### src/hdl/paq_pkg.sv
package paq_pkg;

  localparam int unsigned QUEUE_DEPTH_DEF = 8;
  localparam logic [31:0] TX_SPACING_RESET = 32'd1000;

  typedef enum logic {
    REQ_ENQUEUE  = 1'b0,
    REQ_TRANSMIT = 1'b1
  } req_kind_e;

  typedef enum logic [2:0] {
    ST_STORED  = 3'd0,
    ST_EVICTED = 3'd1,
    ST_DROPPED = 3'd2,
    ST_SENT    = 3'd3,
    ST_PACED   = 3'd4,
    ST_EMPTY   = 3'd5,
    ST_REFUSED = 3'd6
  } status_e;

  typedef enum logic [1:0] {
    S_IDLE,
    S_SCAN,
    S_DONE
  } state_e;

  typedef struct packed {
    logic        req_type;
    logic [1:0]  priority_req;
    logic [31:0] dest_node;
    logic [2:0]  channel_num;
    logic [15:0] payload_handle;
    logic [31:0] now_ms;
    logic        sink_ok;
  } req_t;

  typedef struct packed {
    logic [2:0]  status;
    logic [2:0]  slot_index;
    logic [1:0]  out_priority;
    logic [31:0] out_dest;
    logic [2:0]  out_channel;
    logic [15:0] out_payload;
  } rsp_t;

  // one slot of the alert store
  typedef struct packed {
    logic [1:0]  prio;
    logic [31:0] dest;
    logic [2:0]  chan;
    logic [15:0] payload;
  } entry_t;

endpackage

### src/hdl/paq_slot_mem.sv
module paq_slot_mem
  import paq_pkg::*;
#(
  parameter int unsigned Depth = QUEUE_DEPTH_DEF,
  localparam int unsigned IdxW = (Depth > 1) ? $clog2(Depth) : 1
) (
  input  logic            clk_i,
  input  logic            we_i,
  input  logic [IdxW-1:0] waddr_i,
  input  entry_t          wdata_i,
  input  logic [IdxW-1:0] raddr_i,
  output entry_t          rdata_o
);

  entry_t mem [Depth];
  entry_t rdata_q;

  always_ff @(posedge clk_i) begin
    if (we_i) begin
      mem[waddr_i] <= wdata_i;
    end
    rdata_q <= mem[raddr_i];
  end

  assign rdata_o = rdata_q;

endmodule

### src/hdl/paq_ctrl.sv
module paq_ctrl
  import paq_pkg::*;
#(
  parameter int unsigned Depth = QUEUE_DEPTH_DEF,
  localparam int unsigned IdxW = (Depth > 1) ? $clog2(Depth) : 1
) (
  input  logic            clk_i,
  input  logic            rst_ni,
  input  logic            start_i,
  input  req_t            req_i,
  input  logic [31:0]     spacing_i,
  output logic            busy_o,
  output logic            rsp_valid_o,
  output rsp_t            rsp_o,
  output logic            mem_we_o,
  output logic [IdxW-1:0] mem_waddr_o,
  output entry_t          mem_wdata_o,
  output logic [IdxW-1:0] mem_raddr_o,
  input  entry_t          mem_rdata_i
);

  localparam logic [IdxW-1:0] LastIdx = IdxW'(Depth - 1);

  state_e          state_q, state_d;
  logic [Depth-1:0] used_q, used_d;
  logic [31:0]     last_q, last_d;
  logic            issue_q, issue_d;
  logic            chk_vld_q;
  logic [IdxW-1:0] rd_idx_q, rd_idx_d;
  logic [IdxW-1:0] chk_idx_q;

  req_t            req_q;
  logic            paced_q;
  logic            found_q;
  logic [IdxW-1:0] slot_q;
  logic [1:0]      lowest_q;
  logic            victim_vld_q;
  logic [IdxW-1:0] victim_q;
  logic [1:0]      best_q;
  entry_t          sel_q;

  logic            accept;
  logic            paced;
  logic [31:0]     elapsed;
  logic            is_tx;
  logic            cur_used;
  logic            scan_last;

  assign accept    = start_i && (state_q == S_IDLE);
  assign elapsed   = req_i.now_ms - last_q;
  assign paced     = (req_i.req_type == REQ_TRANSMIT) && (elapsed < spacing_i);
  assign is_tx     = (req_q.req_type == REQ_TRANSMIT);
  assign cur_used  = used_q[chk_idx_q];
  assign scan_last = chk_vld_q && (chk_idx_q == LastIdx);
  assign busy_o    = (state_q != S_IDLE);
  assign mem_raddr_o = rd_idx_q;

  // next state
  always_comb begin
    state_d = state_q;
    unique case (state_q)
      S_IDLE: begin
        if (accept) begin
          state_d = paced ? S_DONE : S_SCAN;
        end
      end
      S_SCAN: begin
        if (scan_last) begin
          state_d = S_DONE;
        end
      end
      S_DONE: state_d = S_IDLE;
      default: state_d = S_IDLE;
    endcase
  end

  // read issue and result, write back
  always_comb begin
    issue_d     = issue_q;
    rd_idx_d    = rd_idx_q;
    used_d      = used_q;
    last_d      = last_q;
    rsp_valid_o = 1'b0;
    rsp_o       = '0;
    mem_we_o    = 1'b0;
    mem_waddr_o = slot_q;
    mem_wdata_o = '{prio: req_q.priority_req, dest: req_q.dest_node,
                    chan: req_q.channel_num, payload: req_q.payload_handle};
    unique case (state_q)
      S_IDLE: begin
        if (accept && !paced) begin
          issue_d  = 1'b1;
          rd_idx_d = '0;
        end
      end
      S_SCAN: begin
        if (issue_q) begin
          if (rd_idx_q == LastIdx) begin
            issue_d = 1'b0;
          end else begin
            rd_idx_d = rd_idx_q + 1'b1;
          end
        end
      end
      S_DONE: begin
        rsp_valid_o = 1'b1;
        if (!is_tx) begin
          if (found_q) begin
            rsp_o.status     = ST_STORED;
            rsp_o.slot_index = 3'(slot_q);
            mem_we_o         = 1'b1;
            used_d[slot_q]   = 1'b1;
          end else if (victim_vld_q && (req_q.priority_req > lowest_q)) begin
            rsp_o.status     = ST_EVICTED;
            rsp_o.slot_index = 3'(victim_q);
            mem_we_o         = 1'b1;
            mem_waddr_o      = victim_q;
            used_d[victim_q] = 1'b1;
          end else begin
            rsp_o.status = ST_DROPPED;
          end
        end else if (paced_q) begin
          rsp_o.status = ST_PACED;
        end else if (!found_q) begin
          rsp_o.status = ST_EMPTY;
        end else begin
          rsp_o.status       = req_q.sink_ok ? ST_SENT : ST_REFUSED;
          rsp_o.slot_index   = 3'(slot_q);
          rsp_o.out_priority = sel_q.prio;
          rsp_o.out_dest     = sel_q.dest;
          rsp_o.out_channel  = sel_q.chan;
          rsp_o.out_payload  = sel_q.payload;
          if (req_q.sink_ok) begin
            used_d[slot_q] = 1'b0;
            last_d         = req_q.now_ms;
          end
        end
      end
      default: ;
    endcase
  end

  always_ff @(posedge clk_i or negedge rst_ni) begin
    if (!rst_ni) begin
      state_q   <= S_IDLE;
      used_q    <= '0;
      last_q    <= '0;
      issue_q   <= 1'b0;
      chk_vld_q <= 1'b0;
      rd_idx_q  <= '0;
    end else begin
      state_q   <= state_d;
      used_q    <= used_d;
      last_q    <= last_d;
      issue_q   <= issue_d;
      chk_vld_q <= (state_q == S_SCAN) && issue_q;
      rd_idx_q  <= rd_idx_d;
    end
  end

  // scan datapath: read data for slot chk_idx_q arrives in the cycle after its address
  always_ff @(posedge clk_i) begin
    chk_idx_q <= rd_idx_q;
    if (accept) begin
      req_q        <= req_i;
      paced_q      <= paced;
      found_q      <= 1'b0;
      lowest_q     <= 2'd3;
      victim_vld_q <= 1'b0;
      best_q       <= 2'd0;
    end else if (state_q == S_SCAN && chk_vld_q) begin
      if (!is_tx) begin
        // first free slot wins; otherwise track the last slot of lowest priority
        if (!found_q) begin
          if (!cur_used) begin
            found_q <= 1'b1;
            slot_q  <= chk_idx_q;
          end else if (mem_rdata_i.prio <= lowest_q) begin
            lowest_q     <= mem_rdata_i.prio;
            victim_q     <= chk_idx_q;
            victim_vld_q <= 1'b1;
          end
        end
      end else if (cur_used && (!found_q || (mem_rdata_i.prio > best_q))) begin
        found_q <= 1'b1;
        slot_q  <= chk_idx_q;
        best_q  <= mem_rdata_i.prio;
        sel_q   <= mem_rdata_i;
      end
    end
  end

endmodule

### src/hdl/priority_alert_queue_paced_unit.sv
// Channel   Ports                      Direction  Transfer
// request   start_i, req_i, busy_o     in         start_i high while busy_o low
// result    rsp_valid_o, rsp_o         out        rsp_valid_o high, one cycle
// config    cfg_we_i, cfg_wdata_i      in         cfg_we_i high
//
// A request passes these steps before the next transfer can be taken: the slot
// memory is scanned one slot per cycle through its single read port, the read
// data is registered and checked, then come the write-back cycle and the return
// to idle; busy_o stays high from the scan through the write-back cycle.
// A transmit request held off by pacing skips the scan and goes to write-back.
// The result shows in the write-back cycle, the last cycle with busy_o high.
// Reset empties the queue, zeroes the last send time and sets the spacing to 1000.
// The receiver cannot stall results.
module priority_alert_queue_paced_unit
  import paq_pkg::*;
#(
  parameter int unsigned QueueDepth = QUEUE_DEPTH_DEF
) (
  input  logic        clk_i,
  input  logic        rst_ni,
  input  logic        start_i,
  input  req_t        req_i,
  output logic        busy_o,
  output logic        rsp_valid_o,
  output rsp_t        rsp_o,
  input  logic        cfg_we_i,
  input  logic [31:0] cfg_wdata_i
);

  localparam int unsigned IdxW = (QueueDepth > 1) ? $clog2(QueueDepth) : 1;

  logic [31:0]     spacing_q;
  logic            mem_we;
  logic [IdxW-1:0] mem_waddr;
  logic [IdxW-1:0] mem_raddr;
  entry_t          mem_wdata;
  entry_t          mem_rdata;

  always_ff @(posedge clk_i or negedge rst_ni) begin
    if (!rst_ni) begin
      spacing_q <= TX_SPACING_RESET;
    end else if (cfg_we_i) begin
      spacing_q <= cfg_wdata_i;
    end
  end

  paq_slot_mem #(
    .Depth(QueueDepth)
  ) u_mem (
    .clk_i  (clk_i),
    .we_i   (mem_we),
    .waddr_i(mem_waddr),
    .wdata_i(mem_wdata),
    .raddr_i(mem_raddr),
    .rdata_o(mem_rdata)
  );

  paq_ctrl #(
    .Depth(QueueDepth)
  ) u_ctrl (
    .clk_i      (clk_i),
    .rst_ni     (rst_ni),
    .start_i    (start_i),
    .req_i      (req_i),
    .spacing_i  (spacing_q),
    .busy_o     (busy_o),
    .rsp_valid_o(rsp_valid_o),
    .rsp_o      (rsp_o),
    .mem_we_o   (mem_we),
    .mem_waddr_o(mem_waddr),
    .mem_wdata_o(mem_wdata),
    .mem_raddr_o(mem_raddr),
    .mem_rdata_i(mem_rdata)
  );

endmodule
### config.mk
export PLATFORM = sky130hd
export DESIGN_NAME = priority_alert_queue_paced_unit
export DESIGN_NICKNAME = d
export VERILOG_FILES = /design/src/hdl/paq_pkg.sv /design/src/hdl/paq_slot_mem.sv /design/src/hdl/paq_ctrl.sv /design/src/hdl/priority_alert_queue_paced_unit.sv
export SDC_FILE = /design/constraint.sdc
export NUM_CORES = 1
export LEC_CHECK = 0
export BUFFER_PORTS_ARGS = -buffer_cell sky130_fd_sc_hd__buf_2
export CAP_MARGIN = 30
export CORE_UTILIZATION = 63
export CTS_BUF_LIST = sky130_fd_sc_hd__clkbuf_4 sky130_fd_sc_hd__clkbuf_8
export DETAILED_ROUTE_END_ITERATION = 12
export PLACE_DENSITY_LB_ADDON = 0.08
export SYNTH_ARGS = -nofsm -noshare
export SYNTH_HDL_FRONTEND = slang
export SYNTH_HIERARCHICAL = 1
export SYNTH_SLANG_ARGS = --single-unit
### constraint.sdc
create_clock -name clk_i -period 8.4 [get_ports clk_i]
set_input_delay 1.68 -clock clk_i [delete_from_list [all_inputs] [get_ports clk_i]]
set_output_delay 1.68 -clock clk_i [all_outputs]
set_load 0.05 [all_outputs]
# [Word level (Yosys, flattened, before mapping)]
# Memories as Yosys holds them, arrays and structs flattened. A register that Yosys moved wholly into a read port is not among the register bits.
# Index checks and enable logic that the tools add are counted.
[word_totals] reg_bits=235 ramBits=424 in_bits=123 elab_cells=143 output_inout_bits=61 memories=1
[op_classes] eq_ne=15 reduce_logical=28 magnitude_cmp=9 muxes=54 add_sub_neg=2 bitwise_logic=8
[memory_table] name="u_mem.mem" depth=8 word_bits=53 read_ports=1 rd_clocked_by_memory_dff=1 wr=1 line="paq_slot_mem.sv:15" text="entry_t mem [Depth];"
[op_table] cell="$mux 56" n=2
[op_table] cell="$mux 59" n=1
[op_table] cell="$mux 53" n=1
[op_table] cell="$mux 8" n=6
[op_table] cell="$mux 3" n=15
[op_table] cell="$lt 32x32->1" n=1
[op_table] cell="$sub 32x32->32" n=1
[op_table] cell="$reduce_and 5->1" n=4
[op_table] cell="$mux 1" n=17
[op_table] cell="$or 8x8->8" n=2
[op_table] cell="$lt 3x4->1 const B" n=3
[op_table] cell="$mux 6" n=2
[op_table] cell="$ne 2x2->1 const B" n=6
[op_table] cell="$logic_and 1x1->1" n=10
[op_table] cell="$ne 2x1->1 const B" n=5
[op_table] cell="$and 8x8->8" n=1
[op_table] cell="$mux 2" n=4
[op_table] cell="$not 8->8" n=1
[op_table] cell="$reduce_and 4->1" n=2
[op_table] cell="$demux 1 s3" n=2
[op_table] cell="$eq 3x3->1 const B" n=2
[op_table] cell="$ge 3x1->1 const B" n=2
[op_table] cell="$pmux 3 s2" n=1
[op_table] cell="$reduce_and 2->1" n=3
[op_table] cell="15 further kinds" n=22

# [Longest topological paths before layout]
[logic_depth] word_depth=10 ltp_mapped=19 depth_no_buf=19

# [By module]
# The synthesis kept the hierarchy.
[by_module_without_submodules] module="paq_slot_mem" area_per_inst_um2=17051.4 seq_area_each_um2=13793.2 n_inst=1 cells_per_inst=679
[by_module_without_submodules] module="paq_ctrl" area_per_inst_um2=10508.8 seq_area_each_um2=5770.5 n_inst=1 cells_per_inst=942
[by_module_without_submodules] module="priority_alert_queue_paced_unit" area_per_inst_um2=1352.5 seq_area_each_um2=808.3 n_inst=1 cells_per_inst=68

# [Worst setup path before layout]
# OpenSTA, ideal clock, no wires.
[synth_timing] kind="register to register" startpoint="reg u_ctrl.req_q (netlist bit u_ctrl/mem_wdata_o[52])" endpoint="mem u_mem/mem[0][0] (netlist name), enable pin" n_path_buf=0 path_slack_ns=2.510 period_less_slack_ns=5.890 arrival_ns=5.360 setup_time_ns=0.529 stages_incl_launch_ff=7 t_required_ns=7.871 path_cell_list="edfxtp_1 > ha_1 > nor2b_1 > o211ai_1 > nor4_2 > mux2_2 > nor3_1"
[synth_lines] element="start, declared" line="paq_ctrl.sv:32" text="req_t req_q;"
[synth_lines] element="start signal, assigned" line="paq_ctrl.sv:165" text="req_q <= req_i;"
[synth_lines] element="$gt 2x2->1" line="paq_ctrl.sv:113" text="end else if (victim_vld_q && (req_q.priority_req > lowest_q)) begin"
[synth_lines] element="$logic_and 1x1->1" line="paq_ctrl.sv:113"
[synth_lines] element="$mux 3" line="paq_ctrl.sv:113"
[synth_lines] element="$mux 3" line="paq_ctrl.sv:108" text="if (found_q) begin"
[synth_lines] element="$mux 3" line="paq_ctrl.sv:107" text="if (!is_tx) begin"
[synth_lines] element="$mux 3" line="paq_ctrl.sv:89" text="unique case (state_q)"
[synth_lines] element="net mem_waddr[1]" line="priority_alert_queue_paced_unit.sv:34" text="logic [IdxW-1:0] mem_waddr;"
[synth_lines] element="end, declared" line="paq_slot_mem.sv:15"
# The timed path passes the listed nets, and every way through them passes these cells.

# [Final worst setup path]
[layout_timing] startpoint="in req_i[1] (netlist name)" endpoint="reg u_ctrl.issue_q"
[layout_between] elab_chain_len=7
[layout_rtl] element="start, declared" line="priority_alert_queue_paced_unit.sv:22" text="input req_t req_i,"
[layout_rtl] element="$sub 32x32->32" line="paq_ctrl.sv:50" text="assign elapsed = req_i.now_ms - last_q;"
[layout_rtl] element="$lt 32x32->1" line="paq_ctrl.sv:51" text="assign paced = (req_i.req_type == REQ_TRANSMIT) && (elapsed < spacing_i);"
[layout_rtl] element="$logic_and 1x1->1" line="paq_ctrl.sv:51"
[layout_rtl] element="$logic_not 1->1" line="paq_ctrl.sv:91" text="if (accept && !paced) begin"
[layout_rtl] element="$logic_and 1x1->1" line="paq_ctrl.sv:91"
[layout_rtl] element="$ne 2x2->1 (no source line)"
[layout_rtl] element="$reduce_and 2->1 (no source line)"
[layout_rtl] element="end signal, assigned" line="paq_ctrl.sv:155" text="issue_q <= issue_d;"
[layout_rtl] element="end, declared" line="paq_ctrl.sv:27" text="logic issue_q, issue_d;"
# Every way passes these cells.
# A chain may end at the register's enable or synchronous reset.

==> flow_metrics.env <==
export IMPL_outcome="completed"
export IMPL_pre_cts_slack_ns=2.94
export IMPL_whs_endpoint="u_ctrl/sel_q[50]"
export IMPL_fin_skew_ns=0.0207
export IMPL_antenna_found_initial=1
export IMPL_min_delay_start="u_mem/rdata_o[50]"
export IMPL_post_cts_setup_buffers=0
export IMPL_utilization_pct=71.5
export IMPL_grt_pass1_wl_um=84300
export IMPL_clk_path_buf_depth=3
export IMPL_hp_class="reg -> reg"
export IMPL_finalPower_uw=9230
export IMPL_drv_slew=0
export IMPL_whs_path_depth=0
export IMPL_numCtsBuffers=110
export IMPL_cts_resized=0
export IMPL_critPathRequiredTime_ns=8.97
export IMPL_synth_area_um2=28900
export IMPL_ys_async_sr_fraction_pct=11.1
export IMPL_drcViolationCount=0
export IMPL_drt_total_wl_um=54300
export IMPL_detail_route_vias_per_cell=5.73
export IMPL_criticalPathCategory="in -> reg"
export IMPL_crit_fanout=5
export IMPL_worstPathCellList="buf_2, inv_1, ha_1, inv_1, fa_1, a211oi_1, o21bai_1, nor3b_1, o2111ai_1, nand3_1, a21bo_1, xor2_1, ha_1, a21o_1, a21o_1, a21oi_1, nor2_1, a311oi_1, a21oi_1, a21o_1"
export IMPL_fin_crit_sh_pct=57.7
export IMPL_syn2layout_area_growth_pct=12.0
export IMPL_rsz0062_at_grt="false"
export IMPL_synthCells=1689
export IMPL_drt_iter0_markers=1250
export IMPL_cp_slowest_stage_delay_ns=0.42
export IMPL_diodes=0
export IMPL_worst_pin_slew_ns=1.00
export IMPL_drtPass1Iterations=5
export IMPL_p_leak_uw=0.0118
export IMPL_coreArea_um2=45300
export IMPL_r2r_setup_slack_ns=4.32
export IMPL_grt_pass1_vias=15400
export IMPL_grt_usage_pct=23.9
export IMPL_die_y_um=216
export IMPL_r2r_end="u_ctrl/issue_q"
export IMPL_pwr_share_seq_pct=49.4
export IMPL_setup_ws_ns=3.55
export IMPL_pwr_share_comb_pct=18.5
export IMPL_p_int_uw=6820
export IMPL_critical_path_endpoint_type="flop"
export IMPL_htree_levels=3
export IMPL_yosys_warnings=6
export IMPL_gp_congestion=0.877
export IMPL_cts_hold_buffers=0
export IMPL_dp_cells=2370
export IMPL_nNetsFinal=2078
export IMPL_reg2reg_depth=18
export IMPL_syn_area_per_cell_um2=17.1
export IMPL_fmax_ghz=0.206
export IMPL_setup_tns_ns=0
export IMPL_drv_cap=0
export IMPL_cts_root_buf="clkbuf_8"
export IMPL_wire_per_inst_um=21.1
export IMPL_synth_nets=1883
export IMPL_min_period_ns=4.85
export IMPL_r2r_start="u_ctrl/last_q[0]"
export IMPL_net_switching_power_uw=2410
export IMPL_pwr_share_clk_pct=32.1
export IMPL_synth_edf_count=571
export IMPL_cts_tree="yes"
export IMPL_ys_ff_latch=712
export IMPL_initial_core_util_pct=63.8
export IMPL_antenna_left=0
export IMPL_fp_dieW_um=216
export IMPL_setup_viol=0
export IMPL_post_route_cells_drive_above_1_share_pct=31.6
export IMPL_arrival_ns=5.42
export IMPL_ys_seq_area_share_pct=70.5
export IMPL_grt_max_degree=64
export IMPL_cp_start_kind="input pin"
export IMPL_hold_viol_final=0
export IMPL_vias=14800
export IMPL_synth_ff_type="edfxtp_1"
export IMPL_clk_latency_ns=0.69
export IMPL_ys_types=78
export IMPL_die_area_um2=46800
export IMPL_row_count=78
export IMPL_io_buffers=183
export IMPL_p_per_area_nw_per_um2=285
export IMPL_timing_slew_headroom_pct=33.2
export IMPL_peakVddDrop_mv=0.150
export IMPL_path_clk_slew_ns=0.06
export IMPL_dp_hpwl_um=31400
export IMPL_cpMaxStageDelayCell="fa_1"
export IMPL_swShare_pct=26.1
export IMPL_globalRouteOverflowTotal=0
export IMPL_critPathMostFrequentCell="a21o_1"
export IMPL_cts_sinks=712
export IMPL_io_pins=184
export IMPL_stdcell_count=2578
sequential cells by signal, indices dropped and copies added, names as in the netlist, 8 cells and up:
signal,cells
spacing_q,32
u_ctrl/last_q,32
u_ctrl/mem_wdata_o,53
u_ctrl/req_q,33
u_ctrl/sel_q,53
u_ctrl/used_q,8
u_mem/mem,424
u_mem/rdata_o,53
worst max-delay path by stage:
stage                      startpoint               to  slack [ns]  cells past startpoint
2_1_floorplan  u_ctrl/mem_wdata_o[52]  u_mem/mem[0][0]        2.51                      6
3_3_place_gp                 req_i[1]   u_ctrl/issue_q        2.94                     20
3_5_place_dp                 req_i[1]   u_ctrl/issue_q        2.94                     20
4_1_cts                  u_ctrl/is_tx        rsp_o[52]        3.53                      5
5_1_grt                      req_i[1]   u_ctrl/issue_q        3.41                     19
6_report                     req_i[1]   u_ctrl/issue_q        3.55                     20
routing by layer:
layer | routed length (um) | GRT usage [%] | vias up
met3 | 2540 | 4.24 | 74
met4 | 1030 | 8.36 | 2
met1 | 23800 | 32.6 | 7488
met2 | 27000 | 39.0 | 404
met5 | 10 | 0 | -
li1 | - | - | 6802
worst max-delay path: cells and delay by family:
| kind | cells | cell delay [ns] |
|---|---|---|
| AOI/OAI and AO/OA | 10 | 2.18 |
| adders and majority gates | 3 | 0.77 |
| and+or+nand+nor | 3 | 0.40 |
| buffers and inverters | 3 | 0.21 |
| xor gates and xnor gates | 1 | 0.15 |
cell type report:
| class | instances | area, um2 |
|---|---|---|
| clock buffers | 167 | 2040 |
| inverters | 82 | 310 |
| repair buffers | 204 | 1130 |
| clock inverters | 39 | 308 |
| multi-input cells | 774 | 7470 |
| well taps | 600 | 751 |
| flip-flops and latches | 712 | 20400 |
| fillers | 2850 | 12900 |
layout by cell type, fill, tap and decap left out, drive strengths merged, types with 4 or more instances in the layout:
cell	instances
a21oi	60
dfstp	6
nor3	11
mux2i	6
mux2	88
nand4	8
bufinv	4
clkinvlp	5
o21bai	4
dfxtp	62
buf	204
xor2	13
a31oi	10
nor2	38
a211oi	6
clkbuf	167
nand2b	8
o211ai	8
dfrtp	73
edfxtp	571
nand2	90
and3	5
clkinv	27
nor2b	10
ha	70
nand3	19
mux4	108
inv	85
o21ai	66
xnor2	16
and2	59
o21a	8
a21o	17
cell usage after synthesis (7+ instances only):
master / count / share of area (%)
a31oi_1: 10 / 0.22
o21ai_0: 28 / 0.48
buf_2: 23 / 0.40
mux2_2: 56 / 2.2
xor2_1: 13 / 0.39
o21a_1: 8 / 0.21
mux2_4: 30 / 1.6
nand2_1: 90 / 1.2
xnor2_1: 16 / 0.48
nor2b_1: 10 / 0.22
edfxtp_1: 571 / 59
nor2_1: 38 / 0.49
nor3_1: 11 / 0.19
o211ai_1: 8 / 0.21
buf_4: 54 / 1.4
dfxtp_1: 62 / 4.3
nand3_1: 19 / 0.33
a21oi_1: 56 / 0.97
o21ai_1: 37 / 0.64
dfrtp_1: 73 / 6.3
mux4_2: 108 / 8.4
nand2b_1: 7 / 0.15
clkbuf_1: 32 / 0.42
and2_1: 59 / 1.3
nand4_1: 8 / 0.17
ha_1: 70 / 3.0
inv_1: 80 / 1.0
a21o_1: 17 / 0.44
buf_12: 8 / 0.55
cell families (layout without fill, tap and decap cells):
group | after synthesis | count (layout) | share of synthesized area (%)
AOI/OAI and AO/OA | 209 | 209 | 4.59
muxes | 202 | 202 | 12.4
buffers and inverters | 203 | 492 | 3.94
adders and majority gates | 71 | 71 | 3.10
DFF | 712 | 712 | 70.5
and+or+nand+nor | 263 | 263 | 4.60
xor gates and xnor gates | 29 | 29 | 0.878
through the flow:
stage	area [um2]	hold WS [ns]
detailed placement	30000	0.389
CTS	32300	0.400
global route	32400	0.408
global placement	30000	0.386
finish	32400	0.401
floorplan	28900	0.386
power groups by stage:
stage / Combinational (uW) / Clock [uW] / Sequential (uW)
finish: 1710 / 2960 / 4560
CTS: 1730 / 3030 / 4570
detailed placement: 1720 / 0 / 4640
global route: 1880 / 3190 / 4610
floorplan: 1590 / 0 / 4400
global placement: 1680 / 0 / 4620
No activity file was read; power rests on OpenSTA's default activity.
